### config.mk
export PLATFORM = sky130hd
export DESIGN_NAME = fss_div
export DESIGN_NICKNAME = d
export VERILOG_FILES = /design/src/hdl/fss_pkg.sv /design/src/hdl/fss_div.sv
export SDC_FILE = /design/constraint.sdc
export NUM_CORES = 1
export LEC_CHECK = 0
export BUFFER_PORTS_ARGS = -buffer_cell sky130_fd_sc_hd__buf_2
export CAP_MARGIN = 40
export CORE_ASPECT_RATIO = 1.5
export CORE_MARGIN = 5
export CORE_UTILIZATION = 35
export CTS_BUF_LIST = sky130_fd_sc_hd__clkbuf_8
export CTS_CLUSTER_DIAMETER = 80
export CTS_CLUSTER_SIZE = 16
export DETAILED_ROUTE_END_ITERATION = 10
export PLACE_DENSITY = 0.63
export SLEW_MARGIN = 0
export SYNTH_ARGS = -nofsm -noshare
export SYNTH_HDL_FRONTEND = slang
export SYNTH_SLANG_ARGS = --single-unit
### constraint.sdc
create_clock -name clk_i -period 2.8 [get_ports clk_i]
set_clock_uncertainty 0.2 [all_clocks]
set_input_delay 0.14 -clock clk_i [delete_from_list [all_inputs] [get_ports clk_i]]
set_output_delay 0.14 -clock clk_i [all_outputs]
set_load 0.02 [all_outputs]
### src/hdl/fss_pkg.sv
// ----------------------------------------------------------------------------
// fss_pkg: shared types and constants of the fair share slot scheduler
// request and slot codes, item structs, chain token and cell command types
// ----------------------------------------------------------------------------
package fss_pkg;

  // table depth default and register reset value
  localparam int unsigned MAX_PROCS_DEF  = 16;
  localparam logic [7:0]  BASE_SLICE_RST = 8'd4;

  // saturation limits
  localparam logic [23:0] TIME_MAX = 24'hFFFFFF;
  localparam logic [31:0] VT_MAX   = 32'hFFFFFFFF;

  // divider: 9-bit numerator, one quotient bit per step
  localparam int unsigned DIV_NUM_W = 9;
  localparam logic [3:0]  DIV_STEPS = 4'd9;

  typedef enum logic [1:0] {
    REQ_CLEAR    = 2'd0,
    REQ_ADD      = 2'd1,
    REQ_DISPATCH = 2'd2,
    REQ_NONE     = 2'd3
  } req_e;

  typedef enum logic [1:0] {
    KIND_RUN  = 2'd0,
    KIND_IDLE = 2'd1,
    KIND_DONE = 2'd2,
    KIND_FULL = 2'd3
  } kind_e;

  typedef enum logic [2:0] {
    ST_IDLE,
    ST_SCAN,
    ST_PICK,
    ST_DIV,
    ST_RESP
  } state_e;

  typedef struct packed {
    logic [1:0]  req_type;
    logic [15:0] arrival;
    logic [15:0] burst;
    logic [7:0]  prio;
  } in_item_t;

  typedef struct packed {
    logic [1:0]  slot_kind;
    logic [3:0]  proc_index;
    logic [15:0] length;
    logic        finished;
    logic [23:0] turnaround;
    logic [23:0] waiting;
  } out_item_t;

  // best-so-far record handed from cell to cell
  typedef struct packed {
    logic        rdy;
    logic [31:0] vt;
    logic [15:0] arr;
    logic [15:0] burst;
    logic [15:0] rem;
    logic [7:0]  wt;
    logic        pend;
    logic [15:0] next_arr;
  } token_t;

  // write and update command broadcast to the cells
  typedef struct packed {
    logic        wr_en;
    logic        upd_en;
    logic [15:0] arrival;
    logic [15:0] burst;
    logic [7:0]  weight;
    logic [15:0] new_rem;
    logic [31:0] new_vt;
  } cell_cmd_t;

endpackage

### src/hdl/fss_div.sv
// ----------------------------------------------------------------------------
// fss_div: iterative restoring divider for the slice length
// one quotient bit per cycle over a 9-bit numerator and 8-bit divisor
// ----------------------------------------------------------------------------
module fss_div (
  input  logic                              clk_i,
  input  logic                              rst_ni,
  input  logic                              start_i,
  input  logic [fss_pkg::DIV_NUM_W-1:0]     num_i,
  input  logic [7:0]                        den_i,
  output logic                              busy_o,
  output logic                              done_o,
  output logic [fss_pkg::DIV_NUM_W-1:0]     quot_o
);
  import fss_pkg::*;

  logic [DIV_NUM_W-1:0] nq_q, nq_d;
  logic [7:0]           r_q, r_d, den_q;
  logic [3:0]           cnt_q, cnt_d;
  logic                 busy_q, busy_d, done_q, done_d;
  logic [8:0]           rs;

  // one restoring step
  always_comb begin
    rs     = {r_q, nq_q[DIV_NUM_W-1]};
    nq_d   = nq_q;
    r_d    = r_q;
    cnt_d  = cnt_q;
    busy_d = busy_q;
    done_d = 1'b0;
    if (start_i) begin
      nq_d   = num_i;
      r_d    = '0;
      cnt_d  = '0;
      busy_d = 1'b1;
    end else if (busy_q) begin
      if (rs >= {1'b0, den_q}) begin
        r_d  = 8'(rs - {1'b0, den_q});
        nq_d = {nq_q[DIV_NUM_W-2:0], 1'b1};
      end else begin
        r_d  = rs[7:0];
        nq_d = {nq_q[DIV_NUM_W-2:0], 1'b0};
      end
      cnt_d = cnt_q + 4'd1;
      if (cnt_q == DIV_STEPS - 4'd1) begin
        busy_d = 1'b0;
        done_d = 1'b1;
      end
    end
  end

  always_ff @(posedge clk_i or negedge rst_ni) begin
    if (!rst_ni) begin
      busy_q <= 1'b0;
      done_q <= 1'b0;
      cnt_q  <= '0;
    end else begin
      busy_q <= busy_d;
      done_q <= done_d;
      cnt_q  <= cnt_d;
    end
  end

  always_ff @(posedge clk_i) begin
    nq_q <= nq_d;
    r_q  <= r_d;
    if (start_i) den_q <= den_i;
  end

  assign busy_o = busy_q;
  assign done_o = done_q;
  assign quot_o = nq_q;

endmodule

# After elaboration in Yosys (flattened, before gate mapping)
# Cells that the tools add are included.
[word_totals] register_bits=31 latch_bits=0 ramBits=0 rom_bits=0 elab_cells=23 n_memories=0
[op_classes] add_sub_neg=2 n_mul=0 div_mod_pow=0 n_lt_le_gt_ge=1 n_eq_ne=1 n_shift=0 muxes=12 bitwise=0 n_reduce_logical=1
[ops] op="9-bit two-way mux" count=2
[ops] op="9-bit by 8-bit greater-or-equal comparator with 1-bit output" count=1
[ops] op="4-bit two-way mux" count=2
[ops] op="8-bit two-way mux" count=1
[ops] op="8-bit subtractor" count=1
[ops] op="1-bit two-way mux" count=7
[ops] op="4-bit by 1-bit adder with 4-bit output (second input constant)" count=1
[ops] op="4-bit equality test (second input constant)" count=1
[ops] op="2-bit nonzero test" count=1

# Logic depth before layout (Yosys ltp)
[depth] ltp_word=4 depth_mapped=8 ltp_nobuf=8

# Least setup slack after synthesis
# No wires, ideal clock.
[synth_path] path_kind="reg-to-reg" from="register nq_q[8] (netlist: quot_o[8])" to="register r_q[6]" t_arrival_ns=1.842 required_ns=2.516 setup_slack_ns=0.673 stages_incl_launch_ff=9 path_buffers=0 period_less_slack_ns=2.127 path_cell_list="edfxtp_1 > inv_1 > ha_1 > fa_1 > nand2b_1 > a21oi_1 > nand3_1 > and4_1 > o31ai_2"
[synth_between] elab_chain_len=2
[synth_rtl] element="from (decl)" line_no="fss_div.sv:17" source="logic [DIV_NUM_W-1:0] nq_q, nq_d;"
[synth_rtl] element="from (signal assigned)" line_no="fss_div.sv:65" source="nq_q <= nq_d;"
[synth_rtl] element="8-bit subtractor or 9-bit by 8-bit greater-or-equal comparator with 1-bit output (tied branches)" line_no="fss_div.sv:38, fss_div.sv:37"
[synth_rtl] element="8-bit two-way mux *" line_no="fss_div.sv:37" source="if (rs >= {1'b0, den_q}) begin"
[synth_rtl] element="to (signal assigned)" line_no="fss_div.sv:66" source="r_q <= r_d;"
[synth_rtl] element="to (decl)" line_no="fss_div.sv:18" source="logic [7:0] r_q, r_d, den_q;"
# Mark *: on every way between the ends. The rest lies on a longest branch, timed or not.
# A chain may end at the register's enable or synchronous reset.

# Worst setup path after layout
# Same ends and word-level chain as after synthesis.

==> out/metrics.yaml <==
floorplan:
  die_area_mm2: 0.00631
  die_w_um: 66.5
  initial_utilization_pct: 35.5
  placementRows: 31
  die_y_um: 94.8
  core_mm2: 0.00473
  ioPinCount: 31
run_status:
  outcome: "completed"
sta:
  slew_headroom_pct: 67.0
  clock.fmax_mhz: 446
  finalHoldViolations: 0
  slew_violations: 0
  finalSetupViolations: 0
  tns_ns: 0
  grt_setup_unrepaired: "no"
  period_share_pct: 80.1
  fin_crit_ns: 2.24
  worst_pin_slew_ns: 0.495
cells_and_area:
  antenna_cells: 0
  finish.net_count: 235
  stdcell_area_mm2: 0.00219
  syn_to_final_growth_pct: 30.6
  final_cell_mix: "30 x buf_2, 21 x dlygate4sd3_1, 17 x nor2_1, 17 x edfxtp_1, 14 x inv_1"
  drive_above_1_share_pct: 24.4
  fin_util_pct: 46.3
  final_common_cell: "buf_2"
yosys:
  syn_nets: 180
  ys_warn_count: 0
  synth-seq-area-share_pct: 48.9
  synthCells: 149
  async_flop_share_pct: 19.4
  synth.distinct_cells: 44
  synth_edf_count: 17
  ys.flop_type: "edfxtp_1"
  syn_area_per_cell_um2: 11.3
  ys_seq_elements: 31
  syn-cell-area_mm2: 0.00168
setup_path:
  cp-start-kind: "flop"
  critical_path_arrival_ns: 2.24
  cp.required_ns: 2.80
  worstPathCellList: "inv_1 > ha_1 > fa_1 > nand2b_1 > a21oi_1 > nand3_1 > and4_1 > o31ai_2"
  critical-path-top-delay-family: "adder cells"
  critPathCaptureType: "flop"
  max_stage_delay_ns: 0.41
  critPathBufInv: 1
  crit_type: "flop to flop"
  critical_path_peak_fanout: 3
  slowest_stage: "fa_1"
clock_network:
  cts_buffers: 5
  clk_latency_ns: 0.28
  clock_sinks: 31
  cts-root-buf: "clkbuf_8"
  clk_path_buf_depth: 2
  cts_tree: "done"
  cts.htree.levels: 2
  postCtsSetupBuffers: 0
  clk_pin_slew_worst_paths_ns: 0.07
drt:
  wire_per_inst_um: 12.7
  firstDrtPassIters: 4
  wirelength_um: 3440
  ant_nets: 0
  viasPerCell: 4.60
  drc: 0
  dr_total_vias: 1246
  drt_iter0_drc: 47
placed_design:
  place_hpwl_um: 2510
  postPlaceCellArea_mm2: 0.00189
  gp_congestion: 0.749
  place.port_buffers: 30
global_routing:
  grt_max_degree: 22
  grt_pass1_wl_um: 5860
  gr-total-overflow: 0
  grt_usage_pct: 12.7
  antenna_found_initial: 0
  grt_pass1_vias: 1276
power:
  p_per_area_mw_per_mm2: 752
  leakagePower_nw: 0.958
  ir_drop_uv: 357
job:
  drv_cap: 0
hold_path:
  hold_class: "flop to flop"
## metrics by stage
stage,instances,power [mW],hold slack [ns],setup WS (ns)
floorplan,149,1.16,-0.356,0.673
global placement,242,1.28,-0.225,0.595
global route,271,1.77,0.318,0.471
CTS,271,1.67,0.280,0.556
finish,271,1.65,0.277,0.557
detailed placement,242,1.28,-0.225,0.588
## synthesized netlist by cell type, types with 2 or more instances
cell type / instances / area share [%]
mux2_1: 8 / 5.4
nor2_1: 17 / 3.8
xor2_1: 4 / 2.1
xnor2_1: 4 / 2.1
nand2b_1: 3 / 1.1
nand2_1: 11 / 2.5
o21ai_1: 4 / 1.2
a21oi_1: 4 / 1.2
edfxtp_1: 17 / 30
a21oi_2: 2 / 1.0
nor2b_1: 3 / 1.1
a211oi_2: 2 / 1.5
a31o_1: 2 / 1.0
mux2i_1: 5 / 3.0
dfxtp_1: 8 / 9.5
ha_1: 10 / 7.5
dfrtp_1: 6 / 8.9
inv_1: 13 / 2.9
## timing repair
action,in CTS,in global routing
hold buffers,21,0
hold endpoints to repair,28,0
resized for setup,0,0
## state kept, by name, indices dropped and copies added, names as in the netlist
| register | flops |
|---|---|
| quot_o | 9 |
| busy_o | 1 |
| cnt_q | 4 |
| done_o | 1 |
| den_q | 8 |
| r_q | 8 |
## cells by family (layout without fill, tap and decap cells)
group / Yosys count / in the layout / share of synthesized area (%)
AND/OR/NAND/NOR: 42 / 42 / 12.0
flip-flops: 31 / 31 / 48.9
AO/OA/AOI/OAI: 24 / 24 / 11.6
buffers and inverters: 18 / 74 / 4.77
multiplexers: 15 / 15 / 9.92
adder cells (fa/ha/maj): 11 / 11 / 8.65
XOR/XNOR: 8 / 8 / 4.18
## final timing paths
path / start / to / slack (ns) / cells past startpoint
setup reg to reg: quot_o[8]$_DFFE_PP_ / r_q[6]$_SDFFE_PP0P_ / 0.56 / 8
min in group asynchronous: rst_ni / cnt_q[1]$_DFFE_PN0P_ / 0.52 / 3
max in group asynchronous: rst_ni / cnt_q[3]$_DFFE_PN0P_ / 1.11 / 4
hold / removal: r_q[3]$_SDFFE_PP0P_ / r_q[3]$_SDFFE_PP0P_ / 0.28 / 2
hold reg to reg: r_q[3]$_SDFFE_PP0P_ / r_q[3]$_SDFFE_PP0P_ / 0.28 / 2
setup / recovery: quot_o[8]$_DFFE_PP_ / r_q[6]$_SDFFE_PP0P_ / 0.56 / 8
## area by class of cell
cell class,instances,area (um2)
multi-input combinational,100,777
clock buffer,6,82.6
tap,66,82.6
inverter,14,52.6
fill,479,2540
clock inverter,2,8.76
timing repair buffer,52,368
sequential,31,821
## tightest hold or removal path: cells and delay by family (launching register included)
kind	cells	cell delay, ns
flops	1	0.33
simple gates	1	0.05
compound gates	1	0.05
## layer usage
metal / global-route usage [%] / wire, um / part of all wire (%) / vias to the layer above
met5: 0 / 0 / 0 / -
met4: 8.98 / 120 / 3.5 / 0
met3: 2.98 / 101 / 2.9 / 8
met2: 21.0 / 1810 / 53 / 28
met1: 14.0 / 1410 / 41 / 581
li1: - / - / - / 629
## power breakdown
group	internal (mW)	leakage [nW]	switching, mW
clock network	0.194	0.0524	0.167
registers	0.568	0.317	0.0548
logic	0.308	0.589	0.355
total	1.07	0.958	0.577
Note: power is estimated with default switching activity, not from simulation.
