**src/hdl/fss_pkg.sv**
```systemverilog
// ----------------------------------------------------------------------------
// fss_pkg: shared types and constants of the fair share slot scheduler
// request and slot codes, item structs, chain token and cell command types
// ----------------------------------------------------------------------------
package fss_pkg;

  // table depth default and register reset value
  localparam int unsigned MAX_PROCS_DEF  = 16;
  localparam logic [7:0]  BASE_SLICE_RST = 8'd4;

  // saturation limits
  localparam logic [23:0] TIME_MAX = 24'hFFFFFF;
  localparam logic [31:0] VT_MAX   = 32'hFFFFFFFF;

  // divider: 9-bit numerator, one quotient bit per step
  localparam int unsigned DIV_NUM_W = 9;
  localparam logic [3:0]  DIV_STEPS = 4'd9;

  typedef enum logic [1:0] {
    REQ_CLEAR    = 2'd0,
    REQ_ADD      = 2'd1,
    REQ_DISPATCH = 2'd2,
    REQ_NONE     = 2'd3
  } req_e;

  typedef enum logic [1:0] {
    KIND_RUN  = 2'd0,
    KIND_IDLE = 2'd1,
    KIND_DONE = 2'd2,
    KIND_FULL = 2'd3
  } kind_e;

  typedef enum logic [2:0] {
    ST_IDLE,
    ST_SCAN,
    ST_PICK,
    ST_DIV,
    ST_RESP
  } state_e;

  typedef struct packed {
    logic [1:0]  req_type;
    logic [15:0] arrival;
    logic [15:0] burst;
    logic [7:0]  prio;
  } in_item_t;

  typedef struct packed {
    logic [1:0]  slot_kind;
    logic [3:0]  proc_index;
    logic [15:0] length;
    logic        finished;
    logic [23:0] turnaround;
    logic [23:0] waiting;
  } out_item_t;

  // best-so-far record handed from cell to cell
  typedef struct packed {
    logic        rdy;
    logic [31:0] vt;
    logic [15:0] arr;
    logic [15:0] burst;
    logic [15:0] rem;
    logic [7:0]  wt;
    logic        pend;
    logic [15:0] next_arr;
  } token_t;

  // write and update command broadcast to the cells
  typedef struct packed {
    logic        wr_en;
    logic        upd_en;
    logic [15:0] arrival;
    logic [15:0] burst;
    logic [7:0]  weight;
    logic [15:0] new_rem;
    logic [31:0] new_vt;
  } cell_cmd_t;

endpackage

```
**src/hdl/fss_cell.sv**
```systemverilog
// ----------------------------------------------------------------------------
// fss_cell: one process entry of the scheduler chain
// holds one table entry and merges it into the best-so-far token each cycle
// ----------------------------------------------------------------------------
module fss_cell #(
  parameter int unsigned CELL_IDX = 0,
  parameter int unsigned IDX_W    = 4,
  parameter int unsigned CNT_W    = 5
) (
  input  logic               clk_i,
  input  logic               rst_ni,
  input  fss_pkg::cell_cmd_t cmd_i,
  input  logic [IDX_W-1:0]   cmd_idx_i,
  input  logic [CNT_W-1:0]   count_i,
  input  logic [23:0]        now_i,
  input  fss_pkg::token_t    tok_i,
  input  logic [IDX_W-1:0]   tok_idx_i,
  output fss_pkg::token_t    tok_o,
  output logic [IDX_W-1:0]   tok_idx_o
);
  import fss_pkg::*;

  localparam logic [IDX_W-1:0] MY_IDX = IDX_W'(CELL_IDX);
  localparam logic [CNT_W-1:0] MY_CNT = CNT_W'(CELL_IDX);

  logic [15:0] arr_q, burst_q, rem_q;
  logic [7:0]  wt_q;
  logic [31:0] vt_q;
  logic        active, rdy_here, pend_here, take_r, take_p;
  token_t      tok_d, tok_q;
  logic [IDX_W-1:0] idx_d, idx_q;

  // entry storage, written on add and on a run slot
  always_ff @(posedge clk_i) begin
    if (cmd_i.wr_en && cmd_idx_i == MY_IDX) begin
      arr_q   <= cmd_i.arrival;
      burst_q <= cmd_i.burst;
      rem_q   <= cmd_i.burst;
      wt_q    <= cmd_i.weight;
      vt_q    <= '0;
    end else if (cmd_i.upd_en && cmd_idx_i == MY_IDX) begin
      rem_q <= cmd_i.new_rem;
      vt_q  <= cmd_i.new_vt;
    end
  end

  // compare own entry against the incoming best
  always_comb begin
    active    = (MY_CNT < count_i) && (rem_q != '0);
    rdy_here  = active && ({8'd0, arr_q} <= now_i);
    pend_here = active && !rdy_here;
    take_r    = rdy_here && (!tok_i.rdy || vt_q < tok_i.vt ||
                             (vt_q == tok_i.vt && arr_q < tok_i.arr));
    take_p    = pend_here && (!tok_i.pend || arr_q < tok_i.next_arr);
    tok_d     = tok_i;
    idx_d     = tok_idx_i;
    if (take_r) begin
      tok_d.rdy   = 1'b1;
      tok_d.vt    = vt_q;
      tok_d.arr   = arr_q;
      tok_d.burst = burst_q;
      tok_d.rem   = rem_q;
      tok_d.wt    = wt_q;
      idx_d       = MY_IDX;
    end
    if (take_p) begin
      tok_d.pend     = 1'b1;
      tok_d.next_arr = arr_q;
    end
  end

  // token register towards the next cell
  always_ff @(posedge clk_i or negedge rst_ni) begin
    if (!rst_ni) begin
      tok_q <= '0;
      idx_q <= '0;
    end else begin
      tok_q <= tok_d;
      idx_q <= idx_d;
    end
  end

  assign tok_o     = tok_q;
  assign tok_idx_o = idx_q;

endmodule

```
**config.mk**
```make
export PLATFORM = sky130hd
export DESIGN_NAME = fss_cell
export DESIGN_NICKNAME = d
export VERILOG_FILES = /design/src/hdl/fss_pkg.sv /design/src/hdl/fss_cell.sv
export SDC_FILE = /design/constraint.sdc
export NUM_CORES = 1
export LEC_CHECK = 0
export BUFFER_PORTS_ARGS = -buffer_cell sky130_fd_sc_hd__buf_2
export CAP_MARGIN = 25
export CELL_PAD_IN_SITES_DETAIL_PLACEMENT = 1
export CELL_PAD_IN_SITES_GLOBAL_PLACEMENT = 2
export CORE_MARGIN = 4
export CORE_UTILIZATION = 28
export CTS_BUF_LIST = sky130_fd_sc_hd__clkbuf_16
export CTS_CLUSTER_DIAMETER = 40
export DETAILED_ROUTE_END_ITERATION = 12
export PLACE_DENSITY_LB_ADDON = 0.1
export RECOVER_POWER = 100
export SLEW_MARGIN = 20
export SYNTH_ARGS = -nofsm -noshare
export SYNTH_HDL_FRONTEND = slang
export SYNTH_SLANG_ARGS = --single-unit
```
**constraint.sdc**
```tcl
create_clock -name clk_i -period 2.8 [get_ports clk_i]
set_input_delay 0.42 -clock clk_i [delete_from_list [all_inputs] [get_ports clk_i]]
set_output_delay 0.42 -clock clk_i [all_outputs]
set_load 0.1 [all_outputs]
```
# Word-level counts from Yosys, hierarchy flattened
# Cells that the tools add are included.
[totals] register_bits=198 in_bits=235 wordCells=42
[op_classes] magnitude_cmp=5 eq_ne=1 mux=5 n_reduce_logical=17
[op_table] op="89-bit 2-to-1 mux" count=1
[op_table] op="32-bit == test" count=1
[op_table] op="16-bit < comparator" count=2
[op_table] op="32-bit < comparator" count=1
[op_table] op="16-bit 2-to-1 mux" count=2
[op_table] op="16-bit by 24-bit less-or-equal comparator with 1-bit output" count=1
[op_table] op="17-bit 2-to-1 mux" count=1
[op_table] op="16-bit nonzero test" count=1
[op_table] op="1-bit logical AND" count=8
[op_table] op="1-bit by 5-bit < comparator with 1-bit output, first input constant" count=1
[op_table] op="4-bit zero test" count=1
[op_table] op="4-bit 2-to-1 mux" count=1
[op_table] op="1-bit zero test" count=3
[op_table] op="1-bit logical OR" count=3
[op_table] op="2-bit nonzero test" count=1

# Longest topological paths before layout
[depth] ltp_word=7 mapped_depth=11

# Worst setup path before layout
# OpenSTA, ideal clock, no wires.
[synth_timing] path_kind="in2reg" from="input cmd_idx_i[1]" to="register arr_q[0], enable pin" setup_time_ns=0.420 arrival_ns=2.729 setup_slack_ns=-0.349 path_stages=5 path_buffers=3 cell_sequence="nor4_1 and2_1 clkbuf_1 clkbuf_1 buf_1"
[synth_via] elab_chain_cells=2
[synth_rtl] item="from (decl)" line_no="fss_cell.sv:13" text="input logic [IDX_W-1:0] cmd_idx_i,"
[synth_rtl] item="4-bit zero test" line_no="fss_cell.sv:35" text="if (cmd_i.wr_en && cmd_idx_i == MY_IDX) begin"
[synth_rtl] item="1-bit logical AND" line_no="fss_cell.sv:35"
[synth_rtl] item="to (signal assigned)" line_no="fss_cell.sv:36" text="arr_q <= cmd_i.arrival;"
[synth_rtl] item="to (decl)" line_no="fss_cell.sv:26" text="logic [15:0] arr_q, burst_q, rem_q;"
# No other way between the ends.
# A chain may end at the register's enable or synchronous reset.

==> flow_summary.toml <==
[run_status]
status = "finished with violations"
violations = "capacitance limit, slew limit, setup timing"

[clock_tree]
htree_levels = 4
clkLatencyLatePin_ns = 0.44
cts_tree = "done"
cts-root-buf = "clkbuf_16"
clk_pin_slew_ns = 0.08
clock_sinks = 198
numCtsBuffers = 17
clockBufferDepth = 2

[sta]
layout_min_cycle_time_ns = 2.81
slew_viol_final = 32
hold_ws_ns = 0.150
skew_ns = 0.0178
setup_viol = 8
fin_tns_setup_ns = -0.0342
setup_ws_ns = -0.00545
finalHoldViolations = 0
grt_setup_unrepaired = "true"
min_period_over_period_pct = 100
max_freq_mhz = 356
tightest_slew_ns = 2.09
maxSlewHeadroom_pct = -39.1

[place]
io_buffers = 344
place_ws_ns = -0.236
dp_hpwl_um = 23800
dp.cells = 1549
dpl_cell_area_um2 = 11800
gp_congestion = 0.771

[worst_setup_path]
required_ns = 3.13
cp-start-kind = "flop"
crit_path_end_kind = "flop"
worst_ep_arrival_time_ns = 3.13
max_stage_delay_ns = 0.49
worstPathMaxFanout = 7
critPathKind = "reg2reg"
path_cells = "ha_4 -> and4_1 -> nand4_1 -> or2_1 -> nor3b_1 -> nor3b_2 -> buf_4 -> o21ai_4 -> buf_12 -> clkbuf_16 -> mux2_2"
critPathSlowestCell = "edfxtp_1"

[logic_synthesis]
yosys_warnings = 0
syn_area_per_cell_um2 = 12.3
netlist_instances = 738
yosys.cell_types.count = 45
synth-seq-area-share_pct = 55.8
syn_nets = 1051
synth-seq-cells = 198
syn_area_um2 = 9100

[floorplanning]
start_util_pct = 28.6
die_y_um = 188
row_count = 65
core_area_um2 = 31800
ioPinCount = 345
die_area_um2 = 35500
fp.dieW_um = 188

[drt]
drt_iter0_drc = 222
vias = 7067
antenna_left = 0
wl_um = 30600
dr.pass1.iters = 4
drc_errors = 0
viasPerCell = 4.43
routedWlPerCell_um = 19.2

[final_layout]
syn_to_final_growth_pct = 37.3
fin_area_um2 = 12500
stdcell_count = 1594
nets = 1457
drive_gt1_share_pct = 38.9
fillers = 3580

[power_and_ir_drop]
leakage_nw = 5.77
power_density_nw_per_um2 = 664
vdd_ir_drop_max_mv = 0.378

[global_route]
grt_overflow = 0
antenna_found_initial = 9
grt_pass1_vias = 7733
grt_max_degree = 70
grt_usage_pct = 16.6
grt_pass1_wl_um = 45500

[worst_hold_path]
hp-class = "in2reg"

[flow_run]
drv_cap = 1
-- state kept, by name, summed over array words and instances, names as in the netlist --
register   flops
tok_o        106
vt_q          32
arr_q         16
burst_q       16
rem_q         16
wt_q           8
tok_idx_o      4
-- cell usage after synthesis, drive strengths merged --
cell type,number,area (µm²)
a2111o,1,11.3
a211o,1,8.76
a211oi,3,22.5
a21boi,1,7.51
a21o,10,75.1
a21oi,60,300
a221oi,2,17.5
a311oi,2,35.0
a41o,1,10.0
a41oi,1,8.76
and2,6,37.5
and4,3,26.3
buf,14,72.6
clkbuf,10,37.5
dfrtp,110,2750
dfxtp,32,641
edfxtp,56,1680
ha,78,976
inv,83,312
mux2,120,1350
nand2,76,285
nand2b,5,31.3
nand3,6,30.0
nand4,14,87.6
nand4b,1,8.76
nor2,2,7.51
nor2b,2,12.5
nor3,1,5.00
nor3b,3,27.5
nor4,9,56.3
o2111ai,1,8.76
o211ai,4,30.0
o21a,4,30.0
o21ai,8,40.0
o21bai,1,7.51
o31a,1,8.76
o31ai,1,7.51
or2,3,18.8
or4,2,15.0
-- final timing paths --
path                            from         end  slack (ns)  cells past startpoint
setup / recovery           arr_q[10]   tok_o[44]      -0.005                     11
setup reg to reg           arr_q[10]   tok_o[44]      -0.005                     11
hold reg to reg              vt_q[3]     vt_q[3]        0.48                      2
max in group asynchronous     rst_ni  tok_o[101]        0.30                      3
hold / removal             cmd_i[53]     wt_q[5]        0.15                      1
min in group asynchronous     rst_ni    tok_o[8]        1.12                      2
-- worst max-delay path: cells and delay by family (launching register included) --
kind / cells / cell delay (ns)
buffers and inverters: 3 / 0.50
AOI/OAI and AO/OA: 1 / 0.07
adders and majority gates: 1 / 0.33
muxes: 1 / 0.27
DFF: 1 / 0.49
and+or+nand+nor: 5 / 1.03
-- cell families after synthesis --
group,after synthesis,share of synthesized area [%]
mux,120,14.8
fa+ha+maj,78,10.7
flops,198,55.8
compound gates,102,6.91
buf+inv,107,4.63
simple gates,133,7.13
-- metrics by stage --
step | total power, mW | util [%]
after floorplan | 5.25 | -
after global placement | 5.94 | 37.1
after detailed placement | 5.96 | 37.1
after CTS | 8.45 | 39.1
after global routing | 8.69 | 39.3
final | 8.30 | 39.3
-- cell usage in the layout, fill, tap and decap left out, drive strengths merged, types with 3 or more instances in the layout --
| cell type | count |
|---|---|
| dfxtp | 32 |
| a211oi | 3 |
| o211ai | 4 |
| nor4 | 9 |
| ha | 78 |
| a21o | 10 |
| nand4 | 14 |
| and2 | 6 |
| o21ai | 8 |
| a21oi | 60 |
| edfxtp | 56 |
| buf | 275 |
| nand3 | 6 |
| nand2b | 5 |
| nor3b | 3 |
| or2 | 3 |
| dfrtp | 110 |
| o21a | 4 |
| nand2 | 76 |
| and4 | 3 |
| inv | 92 |
| clkinv | 5 |
| clkbuf | 152 |
| mux2 | 120 |
-- report_power, final --
part	switching, mW	internal, mW	leakage, nW	total [mW]
combinational	1.87	0.632	3.38	2.51
sequential	0.128	3.24	2.10	3.36
clock	1.24	1.18	0.284	2.43
-- routing by layer --
metal,share of wire [%],track usage [%]
met5,0.25,0
met3,5.0,4.74
met2,49,28.5
met1,44,20.8
met4,1.4,4.23
-- layout make-up --
class	count	area, µm²	share of cell area (%)
flip-flops and latches	198	5070	40.6
clock buffers	17	425	3.41
clock inverters	15	143	1.14
repair buffers	411	2200	17.6
diodes	2	5.00	0.0401
multi-input cells	433	3780	30.3
inverters	83	312	2.49
well taps	435	544	4.36
-- timing repair --
action	4_1_cts	5_1_grt
hold buffers	1	0
endpoints found under the hold margin	30	0
gates cloned	0	3
gates resized for setup	5	31
buffers inserted	4	4
pin swaps	7	18
setup endpoints to repair	76	104
No activity file was read; power rests on OpenSTA's default activity.
